### config.mk
export PLATFORM = sky130hd
export DESIGN_NAME = char_lcd_dirty_refresh_top
export DESIGN_NICKNAME = d
export VERILOG_FILES = /design/src/rtl/core/clrf_pkg.sv /design/src/rtl/core/clrf_ram.sv /design/src/rtl/core/clrf_front.sv /design/src/rtl/core/clrf_queue.sv /design/src/rtl/core/clrf_back.sv /design/src/rtl/core/char_lcd_dirty_refresh_top.sv
export SDC_FILE = /design/constraint.sdc
export NUM_CORES = 1
export LEC_CHECK = 0
export ABC_AREA = 0
export BUFFER_PORTS_ARGS = -buffer_cell sky130_fd_sc_hd__buf_2
export CAP_MARGIN = 15
export CORE_MARGIN = 2
export CORE_UTILIZATION = 65
export DETAILED_ROUTE_END_ITERATION = 10
export HOLD_SLACK_MARGIN = 0.05
export PLACE_DENSITY = 0.82
export REMOVE_ABC_BUFFERS = 1
export SLEW_MARGIN = 20
export SYNTH_ARGS = -nofsm -noshare
export SYNTH_HDL_FRONTEND = slang
export SYNTH_SLANG_ARGS = --single-unit
### constraint.sdc
create_clock -name clk -period 15.4 [get_ports clk]
set_clock_uncertainty 0.15 [all_clocks]
set_input_delay 3.08 -clock clk [delete_from_list [all_inputs] [get_ports clk]]
set_output_delay 3.08 -clock clk [all_outputs]
set_load 0.05 [all_outputs]
### src/rtl/core/clrf_pkg.sv
// Shared types and constants of the character LCD refresh block.
`timescale 1ns / 1ps
package clrf_pkg;

	// Default display geometry.
	localparam int DEF_COLUMNS = 16;
	localparam int DEF_ROWS    = 2;

	// Widest cell index over the supported geometries (40 x 2 cells).
	localparam int CELL_AW = 7;

	// Depth of the command queue between front and back.
	localparam int QUEUE_DEPTH = 4;

	// Display controller constants.
	localparam logic [7:0] SPACE_CODE    = 8'h20;
	localparam logic [7:0] SET_ADDR_BASE = 8'h80;
	localparam logic [7:0] ROW_STRIDE    = 8'h40;

	// Input item kinds.
	localparam logic [1:0] KIND_WRITE   = 2'd0;
	localparam logic [1:0] KIND_CURSOR  = 2'd1;
	localparam logic [1:0] KIND_CLEAR   = 2'd2;
	localparam logic [1:0] KIND_REFRESH = 2'd3;

	// Operations carried out by the back end.
	typedef enum logic [1:0] {
		OP_WRITE   = 2'd0,
		OP_CLEAR   = 2'd1,
		OP_REFRESH = 2'd2
	} op_t;

	typedef struct packed {
		op_t                op;
		logic [7:0]         code;
		logic [CELL_AW-1:0] cell_idx;
	} cmd_t;

	// A command together with its valid flag.
	typedef struct packed {
		logic valid;
		cmd_t cmd;
	} cmd_req_t;

endpackage

### src/rtl/core/clrf_ram.sv
// Generic single-port-write, registered-read RAM.
`timescale 1ns / 1ps
module clrf_ram #(
	parameter int WIDTH = 8,
	parameter int DEPTH = 32,
	parameter int AW    = (DEPTH > 1) ? $clog2(DEPTH) : 1
) (
	input  logic             clk,
	input  logic             we,
	input  logic [AW-1:0]    waddr,
	input  logic [WIDTH-1:0] wdata,
	input  logic [AW-1:0]    raddr,
	output logic [WIDTH-1:0] rdata
);

	logic [WIDTH-1:0] mem_q [DEPTH];

	always_ff @(posedge clk) begin
		if (we) begin
			mem_q[waddr] <= wdata;
		end
		rdata <= mem_q[raddr];
	end

endmodule

### src/rtl/core/clrf_front.sv
// Front end: accepts input items, keeps the cursor and issues store commands.
`timescale 1ns / 1ps
module clrf_front #(
	parameter int COLUMNS = clrf_pkg::DEF_COLUMNS,
	parameter int ROWS    = clrf_pkg::DEF_ROWS
) (
	input  logic              clk,
	input  logic              arst_n,
	input  logic              s_tvalid,
	output logic              s_tready,
	input  logic [15:0]       s_tdata,
	input  logic [1:0]        s_tuser,
	input  logic              q_full,
	output clrf_pkg::cmd_req_t push
);

	import clrf_pkg::*;

	localparam int CW = (COLUMNS > 1) ? $clog2(COLUMNS) : 1;
	localparam int RW = (ROWS > 1) ? $clog2(ROWS) : 1;

	// Remainder of a value below 64 by a small divisor, by restoring subtraction.
	function automatic int mod_small(int v, int d);
		int r;
		r = v;
		for (int k = 5; k >= 0; k--) begin
			if (r >= (d << k)) begin
				r = r - (d << k);
			end
		end
		return r;
	endfunction

	logic [CW-1:0] cur_col_q;
	logic [RW-1:0] cur_row_q;
	logic          acc;
	logic [1:0]    kind;
	logic [7:0]    code;
	logic [5:0]    new_col;
	logic [1:0]    new_row;
	logic          col_wrap;
	logic          row_wrap;

	assign s_tready = !q_full;
	assign acc      = s_tvalid && s_tready;
	assign kind     = s_tuser;
	assign code     = s_tdata[7:0];
	assign new_col  = s_tdata[13:8];
	assign new_row  = s_tdata[15:14];
	assign col_wrap = (int'(cur_col_q) == COLUMNS - 1);
	assign row_wrap = (int'(cur_row_q) == ROWS - 1);

	always_comb begin
		push.valid        = acc && (kind != KIND_CURSOR);
		push.cmd.code     = code;
		push.cmd.cell_idx = CELL_AW'(int'(cur_row_q) * COLUMNS + int'(cur_col_q));
		case (kind)
			KIND_WRITE:   push.cmd.op = OP_WRITE;
			KIND_CLEAR:   push.cmd.op = OP_CLEAR;
			KIND_REFRESH: push.cmd.op = OP_REFRESH;
			default:      push.cmd.op = OP_WRITE;
		endcase
	end

	always_ff @(posedge clk or negedge arst_n) begin
		if (!arst_n) begin
			cur_col_q <= '0;
			cur_row_q <= '0;
		end else if (acc) begin
			case (kind)
				KIND_WRITE: begin
					if (col_wrap) begin
						cur_col_q <= '0;
						cur_row_q <= row_wrap ? '0 : RW'(int'(cur_row_q) + 1);
					end else begin
						cur_col_q <= CW'(int'(cur_col_q) + 1);
					end
				end
				KIND_CURSOR: begin
					cur_col_q <= CW'(mod_small(int'(new_col), COLUMNS));
					cur_row_q <= RW'(mod_small(int'(new_row), ROWS));
				end
				KIND_CLEAR: begin
					cur_col_q <= '0;
					cur_row_q <= '0;
				end
				default: begin
					cur_col_q <= cur_col_q;
				end
			endcase
		end
	end

endmodule

### src/rtl/core/clrf_queue.sv
// Short command queue between the front and back ends.
`timescale 1ns / 1ps
module clrf_queue #(
	parameter int DEPTH = clrf_pkg::QUEUE_DEPTH
) (
	input  logic               clk,
	input  logic               arst_n,
	input  clrf_pkg::cmd_req_t push,
	output logic               full,
	output clrf_pkg::cmd_req_t head,
	input  logic               pop
);

	import clrf_pkg::*;

	localparam int PW = (DEPTH > 1) ? $clog2(DEPTH) : 1;
	localparam int NW = $clog2(DEPTH + 1);

	cmd_t          ent_q [DEPTH];
	logic [PW-1:0] wr_ptr_q;
	logic [PW-1:0] rd_ptr_q;
	logic [NW-1:0] count_q;
	logic          do_push;
	logic          do_pop;

	assign full       = (int'(count_q) == DEPTH);
	assign head.valid = (count_q != '0);
	assign head.cmd   = ent_q[rd_ptr_q];
	assign do_push    = push.valid && !full;
	assign do_pop     = pop && head.valid;

	always_ff @(posedge clk) begin
		if (do_push) begin
			ent_q[wr_ptr_q] <= push.cmd;
		end
	end

	always_ff @(posedge clk or negedge arst_n) begin
		if (!arst_n) begin
			wr_ptr_q <= '0;
			rd_ptr_q <= '0;
			count_q  <= '0;
		end else begin
			if (do_push) begin
				wr_ptr_q <= (int'(wr_ptr_q) == DEPTH - 1) ? '0 : PW'(int'(wr_ptr_q) + 1);
			end
			if (do_pop) begin
				rd_ptr_q <= (int'(rd_ptr_q) == DEPTH - 1) ? '0 : PW'(int'(rd_ptr_q) + 1);
			end
			if (do_push && !do_pop) begin
				count_q <= NW'(int'(count_q) + 1);
			end else if (do_pop && !do_push) begin
				count_q <= NW'(int'(count_q) - 1);
			end
		end
	end

endmodule

### src/rtl/core/clrf_back.sv
// Back end: screen and shadow stores, refresh scan and output register.
`timescale 1ns / 1ps
module clrf_back #(
	parameter int COLUMNS = clrf_pkg::DEF_COLUMNS,
	parameter int ROWS    = clrf_pkg::DEF_ROWS
) (
	input  logic               clk,
	input  logic               arst_n,
	input  clrf_pkg::cmd_req_t head,
	output logic               pop,
	output logic               m_tvalid,
	input  logic               m_tready,
	output logic [7:0]         m_tdata,
	output logic               m_tuser,
	output logic               m_tlast
);

	import clrf_pkg::*;

	localparam int CELLS = COLUMNS * ROWS;
	localparam int AW    = (CELLS > 1) ? $clog2(CELLS) : 1;
	localparam int IW    = $clog2(CELLS + 1);
	localparam int CW    = (COLUMNS > 1) ? $clog2(COLUMNS) : 1;
	localparam int RW    = (ROWS > 1) ? $clog2(ROWS) : 1;

	typedef enum logic [2:0] {
		ST_IDLE = 3'b001,
		ST_SCAN = 3'b010,
		ST_DONE = 3'b100
	} state_t;

	state_t        state_q;
	logic [IW-1:0] rd_idx_q;
	logic [CW-1:0] rd_col_q;
	logic [RW-1:0] rd_row_q;
	logic          s1_v_s1;
	logic [AW-1:0] s1_idx_s1;
	logic [CW-1:0] s1_col_s1;
	logic [RW-1:0] s1_row_s1;
	logic          held_v_q;
	logic [7:0]    held_data_q;
	logic [CELLS-1:0] scr_vld_q;
	logic [CELLS-1:0] shd_vld_q;
	logic          m_tvalid_q;
	logic [7:0]    m_tdata_q;
	logic          m_tuser_q;
	logic          m_tlast_q;

	logic          out_ok;
	logic          scanning;
	logic          issuing;
	logic [7:0]    scr_rdata;
	logic [7:0]    shd_rdata;
	logic [7:0]    scr_cell;
	logic [7:0]    shd_cell;
	logic          dirty;
	logic          emit_held;
	logic          emit_addr;
	logic          emit_final;
	logic          stall;
	logic [AW-1:0] raddr;
	logic          scr_we;
	logic [7:0]    addr_byte;

	assign out_ok   = !m_tvalid_q || m_tready;
	assign scanning = (state_q == ST_SCAN);
	assign issuing  = (int'(rd_idx_q) != CELLS);
	assign pop      = (state_q == ST_IDLE) && head.valid;
	assign scr_we   = pop && (head.cmd.op == OP_WRITE);

	// Screen cells never written since reset or clear read as spaces; shadow cells never written since reset read as zero.
	assign scr_cell = scr_vld_q[s1_idx_s1] ? scr_rdata : SPACE_CODE;
	assign shd_cell = shd_vld_q[s1_idx_s1] ? shd_rdata : 8'h00;

	assign dirty      = scanning && s1_v_s1 && (scr_cell != shd_cell);
	assign emit_held  = dirty && held_v_q && out_ok;
	assign emit_addr  = dirty && !held_v_q && out_ok;
	assign stall      = dirty && !emit_addr;
	assign emit_final = (state_q == ST_DONE) && held_v_q && out_ok;

	// While stalled, the cell under compare is read again so its data holds.
	assign raddr = stall ? s1_idx_s1 : (issuing ? rd_idx_q[AW-1:0] : '0);

	assign addr_byte = 8'(int'(SET_ADDR_BASE) + int'(s1_row_s1) * int'(ROW_STRIDE)
		+ int'(s1_col_s1));

	clrf_ram #(
		.WIDTH(8),
		.DEPTH(CELLS)
	) u_screen (
		.clk  (clk),
		.we   (scr_we),
		.waddr(head.cmd.cell_idx[AW-1:0]),
		.wdata(head.cmd.code),
		.raddr(raddr),
		.rdata(scr_rdata)
	);

	clrf_ram #(
		.WIDTH(8),
		.DEPTH(CELLS)
	) u_shadow (
		.clk  (clk),
		.we   (emit_addr),
		.waddr(s1_idx_s1),
		.wdata(scr_cell),
		.raddr(raddr),
		.rdata(shd_rdata)
	);

	always_ff @(posedge clk or negedge arst_n) begin
		if (!arst_n) begin
			state_q   <= ST_IDLE;
			rd_idx_q  <= '0;
			rd_col_q  <= '0;
			rd_row_q  <= '0;
			s1_v_s1   <= 1'b0;
			held_v_q  <= 1'b0;
			scr_vld_q <= '0;
			shd_vld_q <= '0;
		end else begin
			case (state_q)
				ST_IDLE: begin
					if (head.valid) begin
						case (head.cmd.op)
							OP_WRITE:   scr_vld_q[head.cmd.cell_idx[AW-1:0]] <= 1'b1;
							OP_CLEAR:   scr_vld_q <= '0;
							OP_REFRESH: begin
								state_q  <= ST_SCAN;
								rd_idx_q <= '0;
								rd_col_q <= '0;
								rd_row_q <= '0;
								s1_v_s1  <= 1'b0;
							end
							default:    state_q <= ST_IDLE;
						endcase
					end
				end
				ST_SCAN: begin
					if (emit_addr) begin
						shd_vld_q[s1_idx_s1] <= 1'b1;
						held_v_q             <= 1'b1;
					end else if (emit_held) begin
						held_v_q <= 1'b0;
					end
					if (!stall) begin
						s1_v_s1 <= issuing;
						if (issuing) begin
							rd_idx_q <= IW'(int'(rd_idx_q) + 1);
							if (int'(rd_col_q) == COLUMNS - 1) begin
								rd_col_q <= '0;
								rd_row_q <= (int'(rd_row_q) == ROWS - 1) ? '0
									: RW'(int'(rd_row_q) + 1);
							end else begin
								rd_col_q <= CW'(int'(rd_col_q) + 1);
							end
						end else begin
							state_q <= ST_DONE;
						end
					end
				end
				ST_DONE: begin
					if (!held_v_q) begin
						state_q <= ST_IDLE;
					end else if (out_ok) begin
						held_v_q <= 1'b0;
						state_q  <= ST_IDLE;
					end
				end
				default: state_q <= ST_IDLE;
			endcase
		end
	end

	// Payload of the scan stage and of the held data byte.
	always_ff @(posedge clk) begin
		if (scanning && !stall) begin
			s1_idx_s1 <= rd_idx_q[AW-1:0];
			s1_col_s1 <= rd_col_q;
			s1_row_s1 <= rd_row_q;
		end
		if (emit_addr) begin
			held_data_q <= scr_cell;
		end
	end

	always_ff @(posedge clk or negedge arst_n) begin
		if (!arst_n) begin
			m_tvalid_q <= 1'b0;
		end else if (emit_addr || emit_held || emit_final) begin
			m_tvalid_q <= 1'b1;
		end else if (m_tready) begin
			m_tvalid_q <= 1'b0;
		end
	end

	always_ff @(posedge clk) begin
		if (emit_addr) begin
			m_tdata_q <= addr_byte;
			m_tuser_q <= 1'b0;
			m_tlast_q <= 1'b0;
		end else if (emit_held || emit_final) begin
			m_tdata_q <= held_data_q;
			m_tuser_q <= 1'b1;
			m_tlast_q <= emit_final;
		end
	end

	assign m_tvalid = m_tvalid_q;
	assign m_tdata  = m_tdata_q;
	assign m_tuser  = m_tuser_q;
	assign m_tlast  = m_tlast_q;

endmodule

### src/rtl/core/char_lcd_dirty_refresh_top.sv
// Top level of the character LCD frame store with dirty-cell refresh.
`timescale 1ns / 1ps
// The block holds a screen store of ROWS x COLUMNS characters, a shadow copy of
// what the display was last sent, and a write cursor. Items arrive on the slave
// stream: tuser carries the kind (write char, set cursor, clear, refresh) and
// tdata the character byte, cursor column and cursor row. A transfer is taken
// whenever the four-entry command queue between the front and back ends has
// room, so the front end takes one item per cycle until the queue fills.
// Write-char and clear items are carried out as soon as the idle back end pops
// them. A refresh walks every cell once, one cell per cycle through the store
// read port while the scan does not stall; each dirty cell after the first
// stalls the scan, since its set-address command and data byte go out through
// a single output register. Results leave on the master stream: tdata is the
// byte, tuser is high for a data byte and low for a command, and tlast marks
// the final byte of a refresh run. A refresh with no dirty cell sends nothing.
// The last data byte of a run is held back until the scan ends; a dirty cell's
// set-address command passes the store read register, then the output register.
// When the receiver stalls the scan waits on the pending cell and the queue
// fills behind it; nothing is dropped. After reset the screen reads as all
// spaces, the shadow as all zeros and the cursor sits at column 0, row 0;
// no clearing pass is needed, so the first item can follow reset directly.
module char_lcd_dirty_refresh_top #(
	parameter int COLUMNS = clrf_pkg::DEF_COLUMNS,
	parameter int ROWS    = clrf_pkg::DEF_ROWS
) (
	input  logic        clk,
	input  logic        arst_n,
	input  logic        s_tvalid,
	output logic        s_tready,
	// Fields from bit 0: char_code[7:0], cursor_col[13:8], cursor_row[15:14].
	input  logic [15:0] s_tdata,
	// Fields from bit 0: kind[1:0].
	input  logic [1:0]  s_tuser,
	output logic        m_tvalid,
	input  logic        m_tready,
	// Fields from bit 0: out_byte[7:0].
	output logic [7:0]  m_tdata,
	// Fields from bit 0: is_data[0].
	output logic        m_tuser,
	output logic        m_tlast
);

	import clrf_pkg::*;

	cmd_req_t push;
	cmd_req_t head;
	logic     q_full;
	logic     pop;

	// Front end: cursor tracking and translation of items into store commands.
	clrf_front #(
		.COLUMNS(COLUMNS),
		.ROWS   (ROWS)
	) u_front (
		.clk     (clk),
		.arst_n  (arst_n),
		.s_tvalid(s_tvalid),
		.s_tready(s_tready),
		.s_tdata (s_tdata),
		.s_tuser (s_tuser),
		.q_full  (q_full),
		.push    (push)
	);

	// The queue lets the front end keep taking items during a long refresh.
	clrf_queue #(
		.DEPTH(QUEUE_DEPTH)
	) u_queue (
		.clk   (clk),
		.arst_n(arst_n),
		.push  (push),
		.full  (q_full),
		.head  (head),
		.pop   (pop)
	);

	// Back end: the stores, the refresh scan and the output register.
	clrf_back #(
		.COLUMNS(COLUMNS),
		.ROWS   (ROWS)
	) u_back (
		.clk     (clk),
		.arst_n  (arst_n),
		.head    (head),
		.pop     (pop),
		.m_tvalid(m_tvalid),
		.m_tready(m_tready),
		.m_tdata (m_tdata),
		.m_tuser (m_tuser),
		.m_tlast (m_tlast)
	);

endmodule
==> metrics.yaml, run 1 <==
status: "completed"
final_max_slew_viol_count: 0
regArea_sq_um: 20600
grt_max_degree: 210
fmax_mhz: 126
first_pass_iters: 6
synthArstFlopShare: 0.131
path_class: "flip-flop to flip-flop"
critPathLaunchType: "flip-flop"
routedWlPerCell_microns: 26.9
post-route-period-util: 0.516
grt_pass1_vias: 19355
p_total_mw: 5.28
synth_top_area_cell: "edfxtp_1"
cts_max_level: 3
relSlewSlack: 0.231
finalCriticalPeriod_ns: 7.95
clock_sinks: 709
setup_tns_ns: 0
port_buffers: 30
num_vias: 19432
crit_fanout: 209
synth.ff_latch_count: 709
ir_drop_mv: 0.135
worstPathArrival_ns: 8.34
rsz0062_at_grt: "false"
post_cts_resized: 0
maxCapViolations: 0
rows: 78
drt-initial-drc-count: 2760
core_area_sq_um: 45300
synth_top_area_share: 0.604
grt_pass1_wl_microns: 113000
post_cts_buffers: 0
fillerInstances: 2786
syn_avg_cell_area_sq_um: 14.1
antenna_found_initial: 2
die_height_microns: 218
ys.flop_type: "edfxtp_1"
clock_latency_ns: 0.60
via_per_inst: 7.08
hold_viol_final: 0
p_leak_nw: 11.2
cts_tree: "done"
die_w_microns: 218
synth.distinct_cells: 70
netlist_area_sq_um: 29800
drt_wl_total_microns: 73800
crit_required_ns: 15.79
grt_use_total: 0.316
clkSlewWorstSetupHoldPaths_ns: 0.06
ys.warnings.count: 0
overflow: 0
design_area_sq_um: 32600
cellPowerDensity_nw_per_um2: 162
cts_made_buffers: 69
layout-drive-gt1-share: 0.132
layout_commonest_cell: "edfxtp_1"
cts_root_buffer: "clkbuf_16"
synth_area_leaders: "edfxtp_1 60%, dfrtp_1 7.7%, mux2i_1 3.6%"
placed_area_sq_um: 30400
finalSetupViolations: 0
dp_hpwl_microns: 42500
drc: 0
synth_edf_count: 598
synth_cells: 2107
hold_class: "flip-flop to flip-flop"
crit_path_end_kind: "flip-flop"
cts.path.max_buffers: 3
gp_congestion: 0.900
io_pins: 34
multiInputGateArea_sq_um: 8510
fin_nets: 2127
start_util: 0.657
worst-slew-pin-transition_ns: 1.15
hold_buffers: 0
final_cell_mix: "598 x edfxtp_1, 153 x and3_1, 152 x nor2_1, 132 x a211oi_1, 105 x mux2i_1"
drtAntennaViolNets: 0
dieArea_sq_um: 47500
yosysSeqAreaShare: 0.694
synthToLayoutAreaGrowth_pct: 9.41
==> per-layer routing <==
| metal | track usage | part of all wire | vias to the layer above | wire, microns |
|---|---|---|---|---|
| met4 | 0.144 | 0.041 | 2 | 3040 |
| met3 | 0.0594 | 0.10 | 224 | 7600 |
| li1 | - | - | 8234 | - |
| met2 | 0.496 | 0.48 | 1238 | 35100 |
| met1 | 0.434 | 0.38 | 9734 | 28100 |
| met5 | 0 | 0.00022 | - | 16 |
==> sequential cells by signal, indices dropped and copies added, names as in the netlist, 2 cells and up <==
register / flops
u_back.u_screen.mem_q: 256
u_back.u_shadow.mem_q: 256
u_queue.ent_q: 60
u_back.scr_vld_q: 32
u_back.shd_vld_q: 32
u_back.held_data_q: 8
u_back.m_tdata: 8
u_back.u_screen.rdata: 8
u_back.u_shadow.rdata: 8
u_back.rd_idx_q: 6
u_back.s1_idx_s1: 5
u_back.rd_col_q: 4
u_back.s1_col_s1: 4
u_front.cur_col_q: 4
u_back.state_q: 3
u_queue.count_q: 3
u_queue.rd_ptr_q: 2
u_queue.wr_ptr_q: 2
==> cells in the mapped netlist (37+ instances only) <==
cell type and number:
and3_1 153, o21ai_0 76, nand2_1 78, mux2i_1 106, or2_2 37, nor2_1 152
edfxtp_1 598, a211oi_1 132, a21oi_1 61, clkbuf_1 121, dfrtp_1 92, nand3_1 60
==> worst max-delay path, stage by stage, from the launching register on <==
cell and delay (ns):
edfxtp_1 0.35, buf_4 0.35, buf_4 0.53, mux4_2 0.44, a222oi_1 0.89, a31oi_4 0.66
a32o_1 0.44, o2111a_2 0.40, o21ai_4 0.21, buf_12 0.50, nand2_8 0.60, buf_4 0.63
mux2i_1 0.22, a2111oi_0 0.87, or4_1 0.22
==> area by class of cell <==
class / instances / share of cell area
timing repair buffer: 66 / 0.0134
inverter: 16 / 0.00184
clock inverter: 24 / 0.00488
tap: 600 / 0.0231
sequential: 709 / 0.634
clock buffer: 99 / 0.0610
antenna: 1 / 0.0000769
multi-input combinational: 1228 / 0.262
==> metrics by stage <==
stage               setup slack [ns]  instances  hold slack [ns]  utilization
floorplan                       1.11       1953            0.282            -
finish                          7.45       2743            0.309        0.719
detailed placement              7.76       2619            0.287        0.671
CTS                             7.74       2742            0.311        0.719
global route                    7.21       2742            0.327        0.719
global placement                7.95       2619            0.283        0.671
==> cells by family after synthesis <==
kind of cell               Yosys count  synth area share
buffers and inverters              170            0.0235
AOI/OAI and AO/OA                  446             0.107
muxes                              135            0.0538
DFF                                709             0.694
xor gates and xnor gates            12           0.00353
and+or+nand+nor                    620             0.112
adders and majority gates           15           0.00656
==> where the power goes <==
group,internal (mW),total (mW),switching (mW)
clock,0.928,1.62,0.697
combinational,0.315,1.10,0.780
sequential,2.44,2.57,0.121
total,3.69,5.28,1.60
==> worst paths after layout <==
kind | slack (ns) | endpoint | cells after the start | start
worst max-delay path | 7.45 | u_back.u_shadow.rdata[0] | 14 | u_back.s1_idx_s1[1]
max in group asynchronous | 11.61 | u_back.shd_vld_q[10] | 2 | arst_n
worst min-delay path | 0.31 | u_back.m_tlast | 2 | u_back.m_tlast
min in group asynchronous | 2.25 | u_queue.wr_ptr_q[0] | 1 | arst_n
worst max register to register | 7.45 | u_back.u_shadow.rdata[0] | 14 | u_back.s1_idx_s1[1]
worst min register to register | 0.31 | u_back.m_tlast | 2 | u_back.m_tlast
Note: power is estimated with default switching activity, not from simulation.
==> inputs of run 2 (changes only) <==
ABC_AREA = 1   (was 0)
CORE_UTILIZATION = 63   (was 65)
PLACE_DENSITY = 0.79   (was 0.82)
clock period = 8.3 ns   (was 15.4 ns; I/O delays follow)
==> metrics.yaml, run 2 <==
hold_class: "flip-flop to flip-flop"
synth_top_area_share: 0.572
critPathLaunchType: "flip-flop"
ys.flop_type: "edfxtp_1"
clock_sinks: 709
cellPowerDensity_nw_per_um2: 340
r2r_start: "u_back.s1_idx_s1[1]"
hold_buffers: 0
start_util: 0.639
min_path_cells: 0
crit_path_end_kind: "flip-flop"
design_area_sq_um: 34300
worst-slew-pin-transition_ns: 1.15
syn_avg_cell_area_sq_um: 10.0
num_vias: 21832
fin_ws_ns: 1.62
grt_pass1_vias: 21604
dieArea_sq_um: 51600
multiInputGateArea_sq_um: 7940
post-route-period-util: 0.804
synth_edf_count: 598
hp-start: "u_back.rd_idx_q[4]"
crit_fanout: 80
grt_max_degree: 129
die_height_microns: 227
die_w_microns: 227
grt_use_total: 0.292
fmax_mhz: 150
cts_max_level: 3
p_leak_nw: 14.8
synth.distinct_cells: 39
routedWlPerCell_microns: 19.2
synth_most_common_cell: "nand2_1"
placed_area_sq_um: 32000
ir_drop_mv: 0.279
drc: 0
drt-initial-drc-count: 2315
dp_hpwl_microns: 43100
first_pass_iters: 6
grt_pass1_wl_microns: 115000
port_buffers: 30
core_area_sq_um: 49100
hold_viol_final: 0
clock_latency_ns: 0.60
cts_made_buffers: 70
finalCriticalPeriod_ns: 6.68
drtAntennaViolNets: 0
status: "completed"
synth.ff_latch_count: 709
rows: 81
synthToLayoutAreaGrowth_pct: 9.28
gp_congestion: 0.886
overflow: 0
setup_tns_ns: 0
min_to: "u_back.s1_idx_s1[4]"
cts.path.max_buffers: 3
antenna_found_initial: 0
synth_area_leaders: "edfxtp_1 57%, nand2_1 9.1%, nand3_1 8.6%"
crit_required_ns: 8.68
ys.warnings.count: 0
rr_worst_depth: 25
finalSetupViolations: 0
synth_commonest_cells: "762 x nand2_1, 598 x edfxtp_1, 574 x inv_1"
layout-drive-gt1-share: 0.0761
post_cts_resized: 0
fillerInstances: 3421
fin_nets: 3162
r2r_slack_ns: 1.62
post_cts_buffers: 0
reg_top3: "u_back.u_screen.mem_q x256, u_back.u_shadow.mem_q x256, u_queue.ent_q x60"
antenna_cells: 0
netlist_area_sq_um: 31400
cts_root_buffer: "clkbuf_16"
synth_top_area_cell: "edfxtp_1"
regArea_sq_um: 20600
p_total_mw: 11.6
drt_wl_total_microns: 73700
final_max_slew_viol_count: 0
relSlewSlack: 0.233
dp_slack_ns: 1.56
io_pins: 34
maxCapViolations: 0
worstPathArrival_ns: 7.06
timing.rr.end: "u_back.u_screen.rdata[1]"
yosysSeqAreaShare: 0.658
path_class: "flip-flop to flip-flop"
synthArstFlopShare: 0.131
via_per_inst: 5.68
cts_tree: "done"
layout_commonest_cell: "nand2_1"
rsz0062_at_grt: "false"
final_cell_mix: "760 x nand2_1, 598 x edfxtp_1, 572 x inv_1, 542 x nand3_1, 118 x nor2_1"
clkSlewWorstSetupHoldPaths_ns: 0.06
synth_cells: 3128
-- run 2: cell count changes after synthesis, sizes merged, moves of 29 or more --
cell	delta
and3	-153
clkbuf	-62
nand3b	+43
buf	+53
o21ai	-29
inv	+565
mux2i	-106
nand2	+688
a211oi	-142
nand3	+482
-- run 2: final cells by class --
cell class | instances | area share
clock buffers | 90 | 0.0567
multi-input cells | 1693 | 0.232
repair buffers | 70 | 0.0136
well taps | 664 | 0.0242
clock inverters | 35 | 0.00803
inverters | 581 | 0.0636
flip-flops and latches | 709 | 0.602
-- run 2: through the flow --
step | instances | hold slack (ns) | utilization
2_1_floorplan | 2983 | 0.274 | -
3_3_place_gp | 3717 | 0.281 | 0.653
3_5_place_dp | 3717 | 0.285 | 0.653
4_1_cts | 3842 | 0.303 | 0.699
5_1_grt | 3842 | 0.311 | 0.699
6_report | 3842 | 0.300 | 0.699
-- run 2: worst max path at each step --
stage	startpoint	endpoint	slack, ns
3_3_place_gp	u_back.s1_idx_s1[1]	u_back.u_screen.rdata[4]	1.73
4_1_cts	u_back.s1_idx_s1[1]	u_back.u_screen.rdata[4]	1.48
3_5_place_dp	u_back.s1_idx_s1[1]	u_back.u_screen.rdata[4]	1.56
5_1_grt	u_back.s1_idx_s1[1]	u_back.u_screen.rdata[4]	1.27
6_report	u_back.s1_idx_s1[1]	u_back.u_screen.rdata[1]	1.62
2_1_floorplan	u_back.s1_idx_s1[0]	u_back.u_screen.rdata[7]	0.61
-- run 2: kinds of logic (layout without fill, tap and decap cells) --
| kind of cell | after synthesis | in the layout | share of synthesized area |
|---|---|---|---|
| xor+xnor | 3 | 3 | 0.000838 |
| mux | 2 | 2 | 0.000718 |
| buf+inv | 726 | 776 | 0.0936 |
| simple gates | 1537 | 1537 | 0.216 |
| flops | 709 | 709 | 0.658 |
| fa+ha+maj | 15 | 15 | 0.00622 |
| compound gates | 136 | 136 | 0.0239 |
-- run 2: power by group --
part	switching, mW	leakage [nW]	internal [mW]	total (mW)
clock network	1.30	1.10	1.78	3.08
registers	0.161	6.86	4.52	4.68
logic	2.86	6.88	1.02	3.88
-- run 2: critical path: stages, from the launching register on --
cell and delay, ns:
edfxtp_1 0.97, inv_1 0.68, nand2_1 0.21, nand2_1 0.12, nand2_1 0.09, nand2_1 0.05, nor2_1 0.35, nand2_1 0.32
nand2_1 0.20, inv_2 0.31, nand2_1 0.16, nand2_1 0.06, nand2_1 0.07, nor2_2 0.05, nand2_4 0.11, nand3_4 0.15
nand2_2 0.66, nand2_4 0.56, buf_12 0.39, nand2_1 0.11, nand3_1 0.08, nand3_1 0.13, nand3_1 0.18, nand2_1 0.19
nand2_1 0.07, nand2_1 0.09
-- run 2: per-layer routing --
layer	global-route usage	part of all wire	wire length (microns)
met1	0.385	0.39	28400
met2	0.486	0.49	36000
met5	0	0	0
met4	0.123	0.032	2350
met3	0.0487	0.095	7020
